[src/rtl/core/brfo_pkg.sv]
// ============================================================================
// Byte ring FIFO package
// Shared types, codes and default sizes for the byte ring FIFO with overwrite.
// ============================================================================
`default_nettype none

package brfo_pkg;

    // Default sizes handed to the top level parameters.
    localparam int DEPTH_DEFAULT   = 256;
    localparam int MAX_GET_DEFAULT = 64;

    // Fixed field widths.
    localparam int LEN_W  = 16;
    localparam int DATA_W = 8;
    localparam int FILL_W = 9;
    localparam int STAT_W = 2;
    localparam int OP_W   = 2;

    // Request kinds.
    typedef enum logic [OP_W-1:0] {
        OP_PUT   = 2'd0,
        OP_GET   = 2'd1,
        OP_CLEAR = 2'd2
    } opcode_t;

    // Result status codes.
    typedef enum logic [STAT_W-1:0] {
        ST_OK       = 2'd0,
        ST_REJECT   = 2'd1,
        ST_ZERO_LEN = 2'd2
    } status_t;

    // Controller states.
    typedef enum logic [1:0] {
        S_IDLE     = 2'd0,
        S_GET_RD   = 2'd1,
        S_GET_EMIT = 2'd2
    } state_t;

    // Commands from the controller to the datapath.
    typedef struct packed {
        logic item;   // a request is accepted this cycle
        logic rd;     // read one stored byte and advance the read side
        logic emit;   // load the fetched byte into the output register
        logic last;   // the emitted byte ends the get
    } ctrl_cmd_t;

    // Status from the datapath to the controller.
    typedef struct packed {
        logic out_free;  // output register can take a result this cycle
        logic get_go;    // the presented request is a get that will be served
    } dp_stat_t;

endpackage

`default_nettype wire

[src/rtl/core/brfo_ctrl.sv]
// ============================================================================
// Byte ring FIFO controller
// Request acceptance and the read sequence of a get.
// ============================================================================
`default_nettype none

module brfo_ctrl
    import brfo_pkg::*;
#(
    parameter int MAX_GET = MAX_GET_DEFAULT
) (
    input  wire logic             aclk,
    input  wire logic             aresetn,
    input  wire logic             s_tvalid,
    output logic                  s_tready,
    input  wire logic [LEN_W-1:0] get_len,
    input  wire dp_stat_t         stat,
    output ctrl_cmd_t             cmd
);

    localparam int REM_W = $clog2(MAX_GET + 1);

    state_t           state_reg, state_next;
    logic [REM_W-1:0] remain_reg, remain_next;

    always_ff @(posedge aclk) begin
        if (!aresetn) begin
            state_reg  <= S_IDLE;
            remain_reg <= '0;
        end else begin
            state_reg  <= state_next;
            remain_reg <= remain_next;
        end
    end

    always_comb begin
        state_next  = state_reg;
        remain_next = remain_reg;
        s_tready    = 1'b0;
        cmd         = '0;
        case (state_reg)
            S_IDLE: begin
                s_tready = stat.out_free;
                if (s_tvalid && stat.out_free) begin
                    cmd.item = 1'b1;
                    if (stat.get_go) begin
                        // The length was checked against MAX_GET, so it fits.
                        remain_next = get_len[REM_W-1:0];
                        state_next  = S_GET_RD;
                    end
                end
            end
            S_GET_RD: begin
                cmd.rd     = 1'b1;
                state_next = S_GET_EMIT;
            end
            S_GET_EMIT: begin
                if (stat.out_free) begin
                    cmd.emit    = 1'b1;
                    cmd.last    = (remain_reg == REM_W'(1));
                    remain_next = remain_reg - REM_W'(1);
                    state_next  = (remain_reg == REM_W'(1)) ? S_IDLE : S_GET_RD;
                end
            end
            default: begin
                state_next = S_IDLE;
            end
        endcase
    end

endmodule

`default_nettype wire

[src/rtl/core/brfo_dp.sv]
// ============================================================================
// Byte ring FIFO datapath
// Byte store, ring pointers, fill count, burst state and output register.
// ============================================================================
`default_nettype none

module brfo_dp
    import brfo_pkg::*;
#(
    parameter int DEPTH   = DEPTH_DEFAULT,
    parameter int MAX_GET = MAX_GET_DEFAULT
) (
    input  wire logic              aclk,
    input  wire logic              aresetn,
    input  wire logic              cfg_wr_en,
    input  wire logic              cfg_wr_data,
    input  wire logic [OP_W-1:0]   opcode,
    input  wire logic              burst_first,
    input  wire logic [LEN_W-1:0]  burst_len,
    input  wire logic [DATA_W-1:0] data_in,
    input  wire ctrl_cmd_t         cmd,
    output dp_stat_t               stat,
    input  wire logic              m_tready,
    output logic                   m_tvalid,
    output logic [STAT_W-1:0]      m_status,
    output logic [DATA_W-1:0]      m_data,
    output logic                   m_last,
    output logic [FILL_W-1:0]      m_fill
);

    localparam int IDX_W = $clog2(DEPTH);
    localparam int CNT_W = $clog2(DEPTH + 1);
    localparam int SUM_W = ((CNT_W > LEN_W) ? CNT_W : LEN_W) + 1;

    logic [DATA_W-1:0] mem [DEPTH];

    logic [IDX_W-1:0]  rd_idx_reg, rd_idx_next;
    logic [IDX_W-1:0]  wr_idx_reg, wr_idx_next;
    logic [CNT_W-1:0]  count_reg, count_next;
    logic              rejected_reg, rejected_next;
    logic              overwrite_reg;
    logic [DATA_W-1:0] rd_data_reg;

    logic              out_valid_reg, out_valid_next;
    status_t           out_status_reg, out_status_next;
    logic [DATA_W-1:0] out_data_reg, out_data_next;
    logic              out_last_reg, out_last_next;
    logic [FILL_W-1:0] out_fill_reg, out_fill_next;

    logic              mem_we;
    logic              full;
    logic              no_room;
    logic              get_short;
    logic              do_store;
    status_t           item_status;
    logic [CNT_W+FILL_W-1:0] fill_wide;

    function automatic logic [IDX_W-1:0] advance(input logic [IDX_W-1:0] idx);
        return (idx == IDX_W'(DEPTH - 1)) ? '0 : idx + IDX_W'(1);
    endfunction

    assign full      = (count_reg == CNT_W'(DEPTH));
    assign no_room   = (SUM_W'(count_reg) + SUM_W'(burst_len)) > SUM_W'(DEPTH);
    assign get_short = (burst_len > LEN_W'(MAX_GET)) ||
                       (SUM_W'(burst_len) > SUM_W'(count_reg));

    assign stat.out_free = !out_valid_reg || m_tready;
    assign stat.get_go   = (opcode_t'(opcode) == OP_GET) &&
                           (burst_len != '0) && !get_short;

    // Request decode: pointer, count and burst updates plus the single result.
    always_comb begin
        rd_idx_next   = rd_idx_reg;
        wr_idx_next   = wr_idx_reg;
        count_next    = count_reg;
        rejected_next = rejected_reg;
        item_status   = ST_OK;
        do_store      = 1'b0;
        mem_we        = 1'b0;

        if (cmd.item) begin
            case (opcode_t'(opcode))
                OP_PUT: begin
                    if (burst_first) begin
                        if (burst_len == '0) begin
                            rejected_next = 1'b1;
                            item_status   = ST_ZERO_LEN;
                        end else if (!overwrite_reg && no_room) begin
                            rejected_next = 1'b1;
                            item_status   = ST_REJECT;
                        end else begin
                            rejected_next = 1'b0;
                            do_store      = 1'b1;
                        end
                    end else if (rejected_reg) begin
                        item_status = ST_REJECT;
                    end else begin
                        do_store = 1'b1;
                    end
                    if (do_store) begin
                        if (full && !overwrite_reg) begin
                            item_status = ST_REJECT;
                        end else begin
                            mem_we      = 1'b1;
                            wr_idx_next = advance(wr_idx_reg);
                            if (full) begin
                                rd_idx_next = advance(rd_idx_reg);
                            end else begin
                                count_next = count_reg + CNT_W'(1);
                            end
                        end
                    end
                end
                OP_GET: begin
                    if (burst_len == '0) begin
                        item_status = ST_ZERO_LEN;
                    end else if (get_short) begin
                        item_status = ST_REJECT;
                    end
                end
                OP_CLEAR: begin
                    rd_idx_next   = '0;
                    wr_idx_next   = '0;
                    count_next    = '0;
                    rejected_next = 1'b0;
                end
                default: begin
                    item_status = ST_OK;
                end
            endcase
        end else if (cmd.rd) begin
            rd_idx_next = advance(rd_idx_reg);
            count_next  = count_reg - CNT_W'(1);
        end
    end

    assign fill_wide = {{FILL_W{1'b0}}, count_next};

    // Output register loading.
    always_comb begin
        out_valid_next  = out_valid_reg && !m_tready;
        out_status_next = out_status_reg;
        out_data_next   = out_data_reg;
        out_last_next   = out_last_reg;
        out_fill_next   = out_fill_reg;
        if (cmd.item && !stat.get_go) begin
            out_valid_next  = 1'b1;
            out_status_next = item_status;
            out_data_next   = '0;
            out_last_next   = 1'b1;
            out_fill_next   = fill_wide[FILL_W-1:0];
        end else if (cmd.emit) begin
            out_valid_next  = 1'b1;
            out_status_next = ST_OK;
            out_data_next   = rd_data_reg;
            out_last_next   = cmd.last;
            out_fill_next   = fill_wide[FILL_W-1:0];
        end
    end

    always_ff @(posedge aclk) begin
        if (!aresetn) begin
            rd_idx_reg    <= '0;
            wr_idx_reg    <= '0;
            count_reg     <= '0;
            rejected_reg  <= 1'b0;
            overwrite_reg <= 1'b0;
            out_valid_reg <= 1'b0;
        end else begin
            rd_idx_reg    <= rd_idx_next;
            wr_idx_reg    <= wr_idx_next;
            count_reg     <= count_next;
            rejected_reg  <= rejected_next;
            out_valid_reg <= out_valid_next;
            if (cfg_wr_en) begin
                overwrite_reg <= cfg_wr_data;
            end
        end
    end

    always_ff @(posedge aclk) begin
        out_status_reg <= out_status_next;
        out_data_reg   <= out_data_next;
        out_last_reg   <= out_last_next;
        out_fill_reg   <= out_fill_next;
    end

    always_ff @(posedge aclk) begin
        if (mem_we) begin
            mem[wr_idx_reg] <= data_in;
        end
        if (cmd.rd) begin
            rd_data_reg <= mem[rd_idx_reg];
        end
    end

    assign m_tvalid = out_valid_reg;
    assign m_status = out_status_reg;
    assign m_data   = out_data_reg;
    assign m_last   = out_last_reg;
    assign m_fill   = out_fill_reg;

endmodule

`default_nettype wire

[src/rtl/core/byte_ring_fifo_overwrite_top.sv]
// ============================================================================
// Byte ring FIFO with overwrite
// Top level: stream ports, configuration register port, controller and datapath.
// ============================================================================
// This block is a byte ring FIFO of DEPTH entries driven by one request
// stream. A put request carries one byte; the first byte of a burst carries
// the burst length, and when overwrite is off a burst that does not fit in
// the free space is rejected whole, its later bytes answered with a reject
// status. With overwrite on, a byte that arrives while the store is full
// evicts the oldest byte. A get request asks for 1 to MAX_GET bytes and
// returns either that many bytes, the final one marked with m_tlast, or a
// single failure result. A clear request empties the FIFO. Every result
// reports the fill count after it. Put, clear and failed get requests each
// give one result, so they stream at one per cycle while the result side
// keeps up. A served get of N bytes holds the input until its last byte is
// loaded: each byte is first read from the store through its registered
// read port and then loaded into the output register, and that load waits
// while the result side stalls. The result register holds one result, so a
// new request is taken in the cycle in which the earlier result leaves, but
// not while that result is held by a stall. The overwrite_enable register
// is written through cfg_wr_en and cfg_wr_data and should only change while
// the block is idle.
`default_nettype none

module byte_ring_fifo_overwrite_top
    import brfo_pkg::*;
#(
    parameter int DEPTH   = DEPTH_DEFAULT,
    parameter int MAX_GET = MAX_GET_DEFAULT
) (
    input  wire logic        aclk,
    input  wire logic        aresetn,

    // Configuration: overwrite_enable.
    input  wire logic        cfg_wr_en,
    input  wire logic        cfg_wr_data,

    // Request stream.
    input  wire logic        s_tvalid,
    output logic             s_tready,
    input  wire logic [23:0] s_tdata,   // [15:0] burst_len, [23:16] data_in
    input  wire logic [2:0]  s_tuser,   // [1:0] opcode, [2] burst_first

    // Result stream.
    output logic             m_tvalid,
    input  wire logic        m_tready,
    output logic [23:0]      m_tdata,   // [7:0] data_out, [16:8] fill_count, [23:17] zero
    output logic [1:0]       m_tuser,   // [1:0] status
    output logic             m_tlast
);

    ctrl_cmd_t         cmd;
    dp_stat_t          stat;
    logic [LEN_W-1:0]  burst_len;
    logic [DATA_W-1:0] data_in;
    logic [OP_W-1:0]   opcode;
    logic              burst_first;
    logic [DATA_W-1:0] data_out;
    logic [FILL_W-1:0] fill_count;

    // Unpack the request fields.
    assign burst_len   = s_tdata[15:0];
    assign data_in     = s_tdata[23:16];
    assign opcode      = s_tuser[1:0];
    assign burst_first = s_tuser[2];

    // The controller owns acceptance and sequences the bytes of a get.
    brfo_ctrl #(
        .MAX_GET (MAX_GET)
    ) u_ctrl (
        .aclk     (aclk),
        .aresetn  (aresetn),
        .s_tvalid (s_tvalid),
        .s_tready (s_tready),
        .get_len  (burst_len),
        .stat     (stat),
        .cmd      (cmd)
    );

    // The datapath holds the store, the pointers, the count and the result.
    brfo_dp #(
        .DEPTH   (DEPTH),
        .MAX_GET (MAX_GET)
    ) u_dp (
        .aclk        (aclk),
        .aresetn     (aresetn),
        .cfg_wr_en   (cfg_wr_en),
        .cfg_wr_data (cfg_wr_data),
        .opcode      (opcode),
        .burst_first (burst_first),
        .burst_len   (burst_len),
        .data_in     (data_in),
        .cmd         (cmd),
        .stat        (stat),
        .m_tready    (m_tready),
        .m_tvalid    (m_tvalid),
        .m_status    (m_tuser),
        .m_data      (data_out),
        .m_last      (m_tlast),
        .m_fill      (fill_count)
    );

    // Pack the result fields, padded with zeros to whole bytes.
    assign m_tdata = {7'd0, fill_count, data_out};

endmodule

`default_nettype wire
[config.mk]
export PLATFORM = sky130hd
export DESIGN_NAME = byte_ring_fifo_overwrite_top
export DESIGN_NICKNAME = d
export VERILOG_FILES = /design/src/rtl/core/brfo_pkg.sv /design/src/rtl/core/brfo_ctrl.sv /design/src/rtl/core/brfo_dp.sv /design/src/rtl/core/byte_ring_fifo_overwrite_top.sv
export SDC_FILE = /design/constraint.sdc
export NUM_CORES = 2
export LEC_CHECK = 0
export BUFFER_PORTS_ARGS = -buffer_cell sky130_fd_sc_hd__buf_2
export CORE_MARGIN = 8
export CORE_UTILIZATION = 45
export DETAILED_ROUTE_END_ITERATION = 7
export MAX_ROUTING_LAYER = met4
export PLACE_DENSITY_LB_ADDON = 0.25
export RECOVER_POWER = 100
export SLEW_MARGIN = 0
export SYNTH_ARGS = -nofsm -noshare
export SYNTH_HDL_FRONTEND = slang
export SYNTH_SLANG_ARGS = --single-unit
[constraint.sdc]
create_clock -name aclk -period 7 [get_ports aclk]
set_input_delay 1.4 -clock aclk [delete_from_list [all_inputs] [get_ports aclk]]
set_output_delay 1.4 -clock aclk [all_outputs]
set_load 0.005 [all_outputs]
==> metrics <==
total via count after detailed routing between 40000 and 50000; top fanout value on the critical path 150; cells resized by post-CTS repair 0; number of synthesized flops with an enable pin approximately 2100; pin count of the biggest net entering global routing between 150 and 200; max-slew violations around 1100; vertical die dimension between 400 and 500 µm; buffers and inverters on the worst path 2; initial detailed-routing violation count about 4800; Hold Crit Start u_dp.m_data[0]; Worst R2R Path Depth 11; Area after DPL slightly below 90000 µm²; fraction of layout instances using a drive strength above 1 27.7%; cell family with the largest share of critical-path delay buffers and inverters; standby leakage power 0.0275 µW; GRT Residual Overflow 0; Worst Path Required 7.30 ns; Port Buffers 54; Final Instance Area 93400 µm²; Hold Fails Final Rpt 0; start-to-end type of the worst setup path input pin to register; number of rows created at floorplan ~160; area of the core region about 190000 µm²; met3 layer usage reported by global route 3.57%; max FFs per register between 2000 and 2500; post-CTS setup repair buffer count 0; maximum single-stage delay on the critical path 2.45 ns; met2 capacity usage during global routing around a third; fraction of registers with async set/reset 0%; library cell occupying the most area in the post-synthesis netlist sky130_fd_sc_hd__edfxtp_1; kind of end point of the critical path register; Most Used Layer, Global Route met2; cell-by-cell listing of the critical path clkbuf_1 > clkbuf_4; endpoint of the worst hold path u_dp.m_data[0]; wire length reported by the detailed router around 210000 µm; Core Util, Final about 50%; shortest period the worst path allows between 5 and 6 ns; wire length of the first global-routing pass just over 300000 µm; placer's final routability congestion estimate 0.874; CTS Hold Buffers Added 0; clock insertion delay at the later pin of the skew report ~0.84 ns; die area approximately 200000 µm²; DRC violation count after routing 0; horizontal extent of the die ~450 µm; Critical Path Source Type input pin; global-route track usage on met1 a little under a third; power per cell area ~280 nW/µm²; Seq/Total Area, Yosys between 70% and 80%; average via count per standard cell roughly 6; number of instances in the synthesized netlist ~3800; number of clock sinks 2113; R2R setup slack 1.36 ns; Num CTS Buffers 201; mean post-synth cell area between 20 and 25 µm²; destination of the worst register-to-register timing path u_dp.mem[251][1]; P&R area growth vs syn 11.4%; arrival time at the worst endpoint roughly 6 ns; primary flip-flop cell chosen by synthesis mapping sky130_fd_sc_hd__edfxtp_1; global-route usage over all layers a little over a fifth; Total Power 25700 µW; Fin Clk Skew 0.0237 ns; synthesis-stage register bit count 2113; Bufs on Longest Clock Path 3; TritonCTS clock tree yes; Synth top area share 74.0%; final worst path period share between 80% and 90%; FF-to-FF Start u_dp.count_reg[2]; number of global-route vias before repair roughly 40000; antenna violations before repair 13; Post-Synthesis Cell Area 83800 µm²; YS warnings 0; relative max-transition margin -269%; total half-perimeter wirelength after legalization and detailed placement between 100000 and 150000 µm; number of H-tree branching levels 4; cells taking the most area after synthesis sky130_fd_sc_hd__edfxtp_1, sky130_fd_sc_hd__mux4_2, sky130_fd_sc_hd__dfxtp_1, sky130_fd_sc_hd__nor2_1, sky130_fd_sc_hd__nor2_2; transition at the pin with the smallest max-transition slack approximately 5.5 ns; I/O pin count 62; hold path depth 2; Reg area around 63000 µm²; number of routed nets with antenna violations 0; maximum frequency from static timing analysis about 170 MHz; number of max-cap violations 16; total number of nets in the final design 3970; root cell of the clock tree sky130_fd_sc_hd__clkbuf_16; Clock transition at path regs approximately 0.060 ns; RSZ-0062 raised after global routing no; average wire per cell in the routed design 32.1 µm; count of different cell masters after synthesis slightly above 80; combined area of the multi-input logic cells 19500 µm²; most used cells in the layout excluding fill and tap cells sky130_fd_sc_hd__edfxtp_1, sky130_fd_sc_hd__mux4_2, sky130_fd_sc_hd__nor2_1; worst ir drop on vdd around 0.00030 V; violations in the final reports capacitance limit, slew limit; cell with the largest stage delay on the worst path sky130_fd_sc_hd__clkbuf_1; initial standard-cell utilization of the core a little under half; status finished, violations left; worst hold-check path type register to register; detailed-routing iteration count for the pre-antenna-repair pass 5; FILL cells around 14000; final-report setup violation count 0; total negative slack for setup checks 0 ns; most common cell after layout, fill and taps aside sky130_fd_sc_hd__edfxtp_1
-- stage by stage --
stage	cells	hold slack [ns]	setup WS (ns)
after floorplan	3804	0.438	2.15
after detailed placement	6186	0.453	0.962
final	6567	0.469	1.15
after CTS	6563	0.468	1.91
after global placement	6186	0.441	1.04
after global routing	6565	0.495	0.823
-- synthesized netlist by cell type, types with 4 or more instances --
library cell,instances
sky130_fd_sc_hd__a31oi_1,9
sky130_fd_sc_hd__nor3_1,18
sky130_fd_sc_hd__xor2_1,4
sky130_fd_sc_hd__a31o_2,4
sky130_fd_sc_hd__nor2b_1,19
sky130_fd_sc_hd__clkbuf_1,107
sky130_fd_sc_hd__buf_2,36
sky130_fd_sc_hd__nor2_1,239
sky130_fd_sc_hd__nand4_1,7
sky130_fd_sc_hd__and3_1,11
sky130_fd_sc_hd__a211oi_1,13
sky130_fd_sc_hd__mux2_2,10
sky130_fd_sc_hd__nor2_2,76
sky130_fd_sc_hd__buf_4,10
sky130_fd_sc_hd__nand2b_1,10
sky130_fd_sc_hd__ha_1,27
sky130_fd_sc_hd__a21oi_1,55
sky130_fd_sc_hd__o31ai_1,6
sky130_fd_sc_hd__inv_1,25
sky130_fd_sc_hd__mux4_2,665
sky130_fd_sc_hd__buf_6,16
sky130_fd_sc_hd__buf_1,49
sky130_fd_sc_hd__o21ai_0,39
sky130_fd_sc_hd__and2b_1,4
sky130_fd_sc_hd__nand3_1,13
sky130_fd_sc_hd__mux2i_1,17
sky130_fd_sc_hd__o211ai_1,4
sky130_fd_sc_hd__nand2_1,73
sky130_fd_sc_hd__xnor2_1,6
sky130_fd_sc_hd__and2_1,4
sky130_fd_sc_hd__dfxtp_1,46
sky130_fd_sc_hd__edfxtp_1,2067
sky130_fd_sc_hd__nor4_1,14
sky130_fd_sc_hd__a211o_1,4
sky130_fd_sc_hd__nand4_4,15
sky130_fd_sc_hd__or3_1,6
-- logic make-up (layout without fill, tap and decap cells) --
family	after synthesis	count (layout)	synth area share, %
DFF	2113	2113	75.1
buffers and inverters	245	524	1.36
xor gates and xnor gates	10	10	0.104
other	1	11	0.00447
muxes	693	693	18.2
AOI/OAI and AO/OA	173	173	1.37
adders and majority gates	28	28	0.427
and+or+nand+nor	535	535	3.38
-- per-layer routing --
metal | routed length, µm | up-vias
met3 | 17600 | 272
met5 | 0 | -
met2 | 98000 | 2047
li1 | - | 16200
met1 | 90400 | 21700
met4 | 5110 | 0
-- report_power, final --
group / internal [µW] / leakage (µW) / switching [µW] / total [µW]
Combinational: 267 / 0.00526 / 525 / 793
Sequential: 13900 / 0.0190 / 13.9 / 13900
Clock: 6270 / 0.00326 / 4740 / 11000
-- how the worst max path moves through the flow --
stage                      startpoint               end  cells after the start
after floorplan            s_tdata[0]  u_dp.mem[255][0]                     11
after detailed placement   s_tdata[0]  u_dp.mem[168][7]                     12
after CTS                  s_tdata[0]  u_dp.mem[165][5]                     12
final                     s_tdata[22]   u_dp.mem[19][6]                      2
after global routing       s_tdata[0]  u_dp.mem[252][7]                     12
after global placement     s_tdata[0]  u_dp.mem[167][1]                     12
-- cell type report --
class | instances | area share [%]
flip-flops and latches | 2113 | 67.5
multi-input cells | 1446 | 20.9
clock buffers | 237 | 5.61
well taps | 2480 | 3.32
clock inverters | 140 | 1.58
repair buffers | 121 | 0.987
inverters | 26 | 0.104
diodes | 4 | 0.0107
(Power assumes the default switching activity.)
